$ cat src/rtl/uqpd_pkg.sv
// ----------------------------------------------------------------------------
// uqpd_pkg
// Types, character codes and the hex nibble table for the query decoder.
// ----------------------------------------------------------------------------
package uqpd_pkg;

    localparam logic OP_BYTE = 1'b0;
    localparam logic OP_END  = 1'b1;

    localparam logic [1:0] KIND_KEY   = 2'd0;
    localparam logic [1:0] KIND_VALUE = 2'd1;
    localparam logic [1:0] KIND_END   = 2'd2;

    localparam logic [7:0] CH_PERCENT = 8'h25;
    localparam logic [7:0] CH_AMP     = 8'h26;
    localparam logic [7:0] CH_EQUAL   = 8'h3D;
    localparam logic [7:0] DIGIT_MASK = 8'h1F;

    typedef enum logic [2:0] {
        PH_IDLE = 3'b001,
        PH_HIGH = 3'b010,
        PH_LOW  = 3'b100
    } phase_t;

    typedef struct packed {
        logic       query_done;
        logic       pair_kept;
        logic [1:0] kind;
        logic [7:0] out_byte;
    } result_t;

    // low five bits of a hex digit -> nibble; non-hex codes map as they fall
    function automatic logic [3:0] nibble_of(input logic [4:0] idx);
        logic [3:0] nib;
        case (idx)
            5'd1:    nib = 4'd10;
            5'd2:    nib = 4'd11;
            5'd3:    nib = 4'd12;
            5'd4:    nib = 4'd13;
            5'd5:    nib = 4'd14;
            5'd6:    nib = 4'd15;
            5'd17:   nib = 4'd1;
            5'd18:   nib = 4'd2;
            5'd19:   nib = 4'd3;
            5'd20:   nib = 4'd4;
            5'd21:   nib = 4'd5;
            5'd22:   nib = 4'd6;
            5'd23:   nib = 4'd7;
            5'd24:   nib = 4'd8;
            5'd25:   nib = 4'd9;
            default: nib = 4'd0;
        endcase
        return nib;
    endfunction

endpackage

$ cat src/rtl/uqpd_step.sv
// ----------------------------------------------------------------------------
// uqpd_step
// Parser state and per-byte decode: escape tracking, key/value split and
// pair-end markers. One accepted byte updates state and yields 0 or 1 result.
// ----------------------------------------------------------------------------
module uqpd_step
    import uqpd_pkg::*;
(
    input  logic       clk,
    input  logic       rst_n,
    input  logic       accept,
    input  logic       opcode,
    input  logic [7:0] in_byte,
    output logic       res_valid,
    output result_t    res
);

    phase_t     phase_reg, phase_next;
    logic [3:0] high_reg, high_next;
    logic       in_key_reg, in_key_next;
    logic       key_seen_reg, key_seen_next;

    logic       emit;
    logic [7:0] emit_byte;
    logic [3:0] nib;

    logic [7:0] digit_bits;
    assign digit_bits = in_byte & DIGIT_MASK;
    assign nib = nibble_of(digit_bits[4:0]);

    always_comb
    begin
        phase_next    = phase_reg;
        high_next     = high_reg;
        in_key_next   = in_key_reg;
        key_seen_next = key_seen_reg;
        res_valid     = 1'b0;
        res           = '0;
        emit          = 1'b0;
        emit_byte     = in_byte;
        if (accept)
        begin
            if (opcode == OP_END)
            begin
                res_valid      = 1'b1;
                res.kind       = KIND_END;
                res.pair_kept  = key_seen_reg;
                res.query_done = 1'b1;
                phase_next     = PH_IDLE;
                high_next      = 4'd0;
                in_key_next    = 1'b1;
                key_seen_next  = 1'b0;
            end
            else
            begin
                case (phase_reg)
                    PH_HIGH:
                    begin
                        high_next  = nib;
                        phase_next = PH_LOW;
                    end
                    PH_LOW:
                    begin
                        phase_next = PH_IDLE;
                        emit       = 1'b1;
                        emit_byte  = {high_reg, nib};
                    end
                    default:
                    begin
                        phase_next = PH_IDLE;
                        if (in_byte == CH_PERCENT)
                        begin
                            phase_next = PH_HIGH;
                        end
                        else if (in_byte == CH_AMP)
                        begin
                            res_valid     = 1'b1;
                            res.kind      = KIND_END;
                            res.pair_kept = key_seen_reg;
                            key_seen_next = 1'b0;
                            in_key_next   = 1'b1;
                        end
                        else if (in_key_reg && in_byte == CH_EQUAL)
                        begin
                            in_key_next = 1'b0;
                        end
                        else
                        begin
                            emit = 1'b1;
                        end
                    end
                endcase
            end
            if (emit)
            begin
                res_valid    = 1'b1;
                res.out_byte = emit_byte;
                res.kind     = in_key_reg ? KIND_KEY : KIND_VALUE;
                if (in_key_reg)
                begin
                    key_seen_next = 1'b1;
                end
            end
        end
    end

    always_ff @(posedge clk or negedge rst_n)
    begin
        if (!rst_n)
        begin
            phase_reg    <= PH_IDLE;
            high_reg     <= 4'd0;
            in_key_reg   <= 1'b1;
            key_seen_reg <= 1'b0;
        end
        else
        begin
            phase_reg    <= phase_next;
            high_reg     <= high_next;
            in_key_reg   <= in_key_next;
            key_seen_reg <= key_seen_next;
        end
    end

    a_end_resets: assert property (@(posedge clk) disable iff (!rst_n)
        accept && opcode == OP_END |=> phase_reg == PH_IDLE && in_key_reg && !key_seen_reg)
        else $error("state not cleared after end of query");

    a_key_seen_only_in_key: assert property (@(posedge clk) disable iff (!rst_n)
        res_valid && res.kind == KIND_VALUE |-> !in_key_reg)
        else $error("value byte emitted while parsing key");

    a_marker_zero_byte: assert property (@(posedge clk) disable iff (!rst_n)
        res_valid && res.kind == KIND_END |-> res.out_byte == 8'd0)
        else $error("pair-end marker carries data");

endmodule

$ cat src/rtl/uqpd_skid.sv
// ----------------------------------------------------------------------------
// uqpd_skid
// Output register with a skid stage, so the parser keeps taking bytes after
// the receiver stalls until one more result is held.
// ----------------------------------------------------------------------------
module uqpd_skid
    import uqpd_pkg::*;
(
    input  logic    clk,
    input  logic    rst_n,
    input  logic    push,
    input  result_t push_data,
    output logic    space,
    output logic    out_valid,
    input  logic    out_ready,
    output result_t out_data
);

    logic    out_valid_reg;
    logic    skid_valid_reg;
    result_t out_data_reg;
    result_t skid_data_reg;

    assign space     = !skid_valid_reg;
    assign out_valid = out_valid_reg;
    assign out_data  = out_data_reg;

    always_ff @(posedge clk or negedge rst_n)
    begin
        if (!rst_n)
        begin
            out_valid_reg  <= 1'b0;
            skid_valid_reg <= 1'b0;
        end
        else if (out_ready || !out_valid_reg)
        begin
            if (skid_valid_reg)
            begin
                out_valid_reg  <= 1'b1;
                skid_valid_reg <= 1'b0;
            end
            else
            begin
                out_valid_reg <= push;
            end
        end
        else if (push)
        begin
            skid_valid_reg <= 1'b1;
        end
    end

    always_ff @(posedge clk)
    begin
        if (out_ready || !out_valid_reg)
        begin
            out_data_reg <= skid_valid_reg ? skid_data_reg : push_data;
        end
        else if (push)
        begin
            skid_data_reg <= push_data;
        end
    end

    a_skid_behind_out: assert property (@(posedge clk) disable iff (!rst_n)
        skid_valid_reg |-> out_valid_reg)
        else $error("skid holds data with empty output register");

    a_skid_only_on_stall: assert property (@(posedge clk) disable iff (!rst_n)
        $rose(skid_valid_reg) |-> $past(out_valid_reg && !out_ready && push))
        else $error("skid filled without a stall");

endmodule

$ cat src/rtl/url_query_pair_decoder_unit.sv
// ----------------------------------------------------------------------------
// url_query_pair_decoder_unit
// Streaming percent-decoder for URL query strings with key/value tagging.
// ----------------------------------------------------------------------------
// Input: one transfer per query byte (s_tuser = 0, byte in s_tdata) or an
// end-of-query item (s_tuser = 1, s_tdata ignored).
// Output: one transfer per key byte, value byte or pair-end marker.
// m_tuser holds kind (0 key, 1 value, 2 pair end) and pair_kept; m_tlast
// marks the marker that closes the query. A '%' and the first escape digit
// produce no transfer; '=' switching to the value produces none either.
// Results are registered, in the output register or, while the receiver stalls,
// in the skid stage. Throughput: one input transfer per cycle while s_tready
// is high; the parser state updates on every accepted transfer.
// When the receiver stalls, one more result is held in a skid stage and
// s_tready drops until it drains. Reset clears the parser to the start of a
// key and empties both output stages.
// ----------------------------------------------------------------------------
module url_query_pair_decoder_unit
    import uqpd_pkg::*;
(
    input  logic       clk,
    input  logic       rst_n,
    input  logic       s_tvalid,
    output logic       s_tready,
    input  logic [7:0] s_tdata,   // [7:0] in_byte
    input  logic       s_tuser,   // [0] opcode
    output logic       m_tvalid,
    input  logic       m_tready,
    output logic [7:0] m_tdata,   // [7:0] out_byte
    output logic [2:0] m_tuser,   // [1:0] kind, [2] pair_kept
    output logic       m_tlast    // query_done
);

    logic    accept;
    logic    res_valid;
    result_t res;
    result_t out_res;

    assign accept = s_tvalid && s_tready;

    uqpd_step u_step (
        .clk       (clk),
        .rst_n     (rst_n),
        .accept    (accept),
        .opcode    (s_tuser),
        .in_byte   (s_tdata),
        .res_valid (res_valid),
        .res       (res)
    );

    uqpd_skid u_skid (
        .clk       (clk),
        .rst_n     (rst_n),
        .push      (res_valid),
        .push_data (res),
        .space     (s_tready),
        .out_valid (m_tvalid),
        .out_ready (m_tready),
        .out_data  (out_res)
    );

    assign m_tdata = out_res.out_byte;
    assign m_tuser = {out_res.pair_kept, out_res.kind};
    assign m_tlast = out_res.query_done;

endmodule

$ cat config.mk
export PLATFORM = sky130hd
export DESIGN_NAME = url_query_pair_decoder_unit
export DESIGN_NICKNAME = d
export VERILOG_FILES = /design/src/rtl/uqpd_pkg.sv /design/src/rtl/uqpd_step.sv /design/src/rtl/uqpd_skid.sv /design/src/rtl/url_query_pair_decoder_unit.sv
export SDC_FILE = /design/constraint.sdc
export NUM_CORES = 1
export LEC_CHECK = 0
export ABC_CLOCK_PERIOD_IN_PS = 2400
export BUFFER_PORTS_ARGS = -buffer_cell sky130_fd_sc_hd__buf_2
export CORE_MARGIN = 4
export CORE_UTILIZATION = 50
export CTS_BUF_LIST = sky130_fd_sc_hd__clkbuf_8
export DETAILED_ROUTE_END_ITERATION = 12
export GPL_TIMING_DRIVEN = 0
export HOLD_SLACK_MARGIN = 0.02
export PLACE_DENSITY = 0.78
export SYNTH_ARGS = -nofsm -noshare
export SYNTH_HDL_FRONTEND = slang
export SYNTH_SLANG_ARGS = --single-unit
export TNS_END_PERCENT = 30
$ cat constraint.sdc
create_clock -name clk -period 2.4 [get_ports clk]
set_input_delay 0.48 -clock clk [delete_from_list [all_inputs] [get_ports clk]]
set_output_delay 0.48 -clock clk [all_outputs]
set_load 0.05 [all_outputs]
==> summary.txt <==
Final setup viols: 0
maxcap violations: 0
RR Endpoint: u_skid.skid_data_reg[4]
PortBufs: 23
clk_skew: 0.008851 ns
Psw: 0.0004895 W
gp weighted congestion: 0.7783
startpoint types: flop
Seq pwr share: 50.7%
dominant cell type by area after synthesis: edfxtp_1
combinational group share of total power: 24.2%
Syn-to-layout area delta: 15.59%
clock sink total: 35
remaining routing DRC violations: 0
drt via density: 5.494
Global Route Usage Sum: 15.38%
Final HPWL DP: 2700 um
DRT antenna net count: 0
HP Class: in2async
Rel. slew slack: 47.58%
flop-to-flop setup slack: 0.19 ns
DRT iter0 DRCs: 64
endpoint class of the critical path: flop
total negative slack: 0 ns
Clock power frac: 25.1%
Crit Reg-Reg Startpoint: u_skid.skid_valid_reg
predominant post-synthesis flop cell: edfxtp_1
maximum VDD drop: 0.0002344 V
CP cell instances: or3b_2 > nor2_1 > a31oi_4 > buf_6 > a21oi_4 > buf_12
Internal Power: 0.001048 W
CP max FO: 12
fin worst setup slack: 0.1913 ns
Synth Cell Area: 1886 sq um
core area: 3661 sq um
initial antenna violation count: 0
die area: 4818 sq um
Final Routed Wirelength: 3593 um
Starting Density: 51.50%
Nets: 216
synthesized flop and latch total: 35
Synth top area share: 38.22%
Worst EP arrival: 2.20 ns
Clock Path Buffers: 2
Sw Share: 31.85%
CTS clock-pin slew for the worst setup and hold paths: 0.07 ns
Max Clk Rate: 0.4527 GHz
final hold viol count: 0
# diodes: 0
H-Tree Depth: 2
Synthesized Nets: 185
Seq/Total Area, Yosys: 52.95%
R2R depth: 6
setup repair after global routing missed its margin: false
# IOs: 27
leakage: 0.8872 nW
slew at the pin closest to its max-slew limit: 0.7862 ns
Worst-Skew Late Latency: 0.28 ns
vias in the first global route: 1326
Data required, critical path: 2.39 ns
Crit path largest cell delay: 0.50 ns
cell row count: 22
clk root buf: clkbuf_8
Avg WL per Cell: 14.55 um
gr ovfl total: 0
number of synthesized flops with an enable pin: 24
Crit-path slowest cell: or3b_2
Period minus WS final: 2.209 ns
largest net degree at the start of global routing: 16
unique cell type count in the Yosys netlist: 44
drt first pass iters: 4
first-pass GRT wire length: 6044 um
number of buffers created by CTS: 5
Area contributors post-synth: edfxtp_1, dfrtp_1, mux2i_1, ha_1, o21ai_2
die height: 69.41 um
share of layout cells above drive strength 1: 28.14%
Synth Instances: 167
CTS tree: yes
Final Slew Violations: 0
Die W: 69.41 um
pre-CTS setup slack: -0.09999 ns
post-synthesis async set-or-reset flop share: 31.43%
Mapped Avg Cell Area: 11.29 sq um
Ys Warns: 0
fin crit share: 92.03%
outcome: finished, final reports clean
via count: 1357
P per Cell Area: 705.2 nW/um^2
Crit Path Class: reg2reg
[synth_stat cells, drive strengths merged, types with 2 or more instances]
cell type and n:
a21oi 5, a221oi 2, a22oi 3, a31oi 2, and2 3, buf 5, clkbuf 3, dfrtp 9
dfstp 2, edfxtp 24, ha 5, inv 9, mux2i 8, nand2 16, nand2b 5, nor2 17
nor2b 3, nor3 3, nor3b 2, nor4 2, nor4b 2, nor4bb 2, o21ai 16, o31ai 2
or3b 4
[critical path, delay by kind of cell (launching register included)]
| family | cells | cell delay, ns |
|---|---|---|
| and+or+nand+nor | 2 | 0.78 |
| DFF | 1 | 0.44 |
| buffers and inverters | 2 | 0.35 |
| AOI/OAI and AO/OA | 2 | 0.33 |
[per-layer routing]
metal / track usage, % / wire (um) / vias up
met3: 2.609 / 208 / 4
li1: - / - / 663
met4: 7.158 / 39 / 0
met1: 19.29 / 1531 / 645
met5: 0 / 0 / -
met2: 25.74 / 1814 / 45
[area by class of cell]
class | count | area [sq um]
clock inverters | 3 | 12.51
plain buffers | 8 | 57.56
well taps | 48 | 60.06
inverters | 9 | 33.78
fillers | 306 | 1481
flip-flops and latches | 35 | 998.5
repair buffers | 24 | 135.1
clock buffers | 5 | 68.82
multi-input cells | 115 | 813.3
[cell usage in the layout, fill, tap and decap left out, types with 2 or more instances in the layout]
cell type	instances
a21oi_1	4
a221oi_1	2
a22oi_1	3
a31oi_4	2
and2_1	3
buf_2	24
buf_6	3
clkbuf_1	3
clkbuf_8	5
dfrtp_1	9
dfstp_2	2
edfxtp_1	24
ha_1	5
inv_1	11
mux2i_1	8
nand2_1	16
nand2b_1	5
nor2_1	16
nor2b_1	3
nor3_1	3
nor3b_1	2
nor4_1	2
nor4b_1	2
o21ai_0	8
o21ai_2	7
o31ai_1	2
or3b_2	3
[metrics by stage]
stage                     instance area [sq um]  utilization (%)  power, W  cells  hold WS, ns
after floorplan                            1897                -  0.001067    167       0.1844
after CTS                                  2153            58.82  0.001543    246      0.06492
after detailed placement                   2072            56.60  0.001158    238       0.3683
after global routing                       2180            59.54  0.001614    247      0.07217
final                                      2180            59.54  0.001537    247      0.06051
after global placement                     2072            56.60  0.001139    238       0.3625
[how the worst max path moves through the flow]
stage | startpoint | endpoint | slack [ns] | depth (start not counted)
3_5_place_dp | s_tuser | u_skid.skid_data_reg[2] | -0.1 | 6
2_1_floorplan | s_tuser | u_skid.skid_data_reg[0] | 0.14 | 6
6_report | u_skid.skid_valid_reg | u_skid.skid_data_reg[4] | 0.19 | 6
5_1_grt | u_skid.skid_valid_reg | u_skid.skid_data_reg[4] | 0.10 | 6
3_3_place_gp | s_tdata[2] | u_skid.skid_data_reg[2] | -0.12 | 5
4_1_cts | u_skid.skid_valid_reg | u_skid.skid_data_reg[4] | 0.12 | 5
[power groups by stage]
| stage | clock network [W] | logic, W | registers, W |
|---|---|---|---|
| after floorplan | 0 | 0.000164 | 0.000903 |
| after global placement | 0 | 0.000352 | 0.000787 |
| after detailed placement | 0 | 0.000367 | 0.000792 |
| after CTS | 0.000395 | 0.000368 | 0.000779 |
| after global routing | 0.000424 | 0.000400 | 0.000790 |
| final | 0.000386 | 0.000372 | 0.000779 |
[timing repair]
action	in CTS	in global routing
gates resized for setup	0	1
buffers inserted	0	1
hold buffers	0	0
endpoints found under the setup margin	0	12
[cells by family after synthesis]
logic type               share of synthesized area [%]
AND/OR/NAND/NOR                                  19.51
AO/OA/AOI/OAI                                    14.13
buffers and inverters                            4.844
multiplexers                                     4.247
flip-flops                                       52.95
adder cells (fa/ha/maj)                          3.849
XOR/XNOR                                        0.4646
No activity file was read; power rests on OpenSTA's default activity.
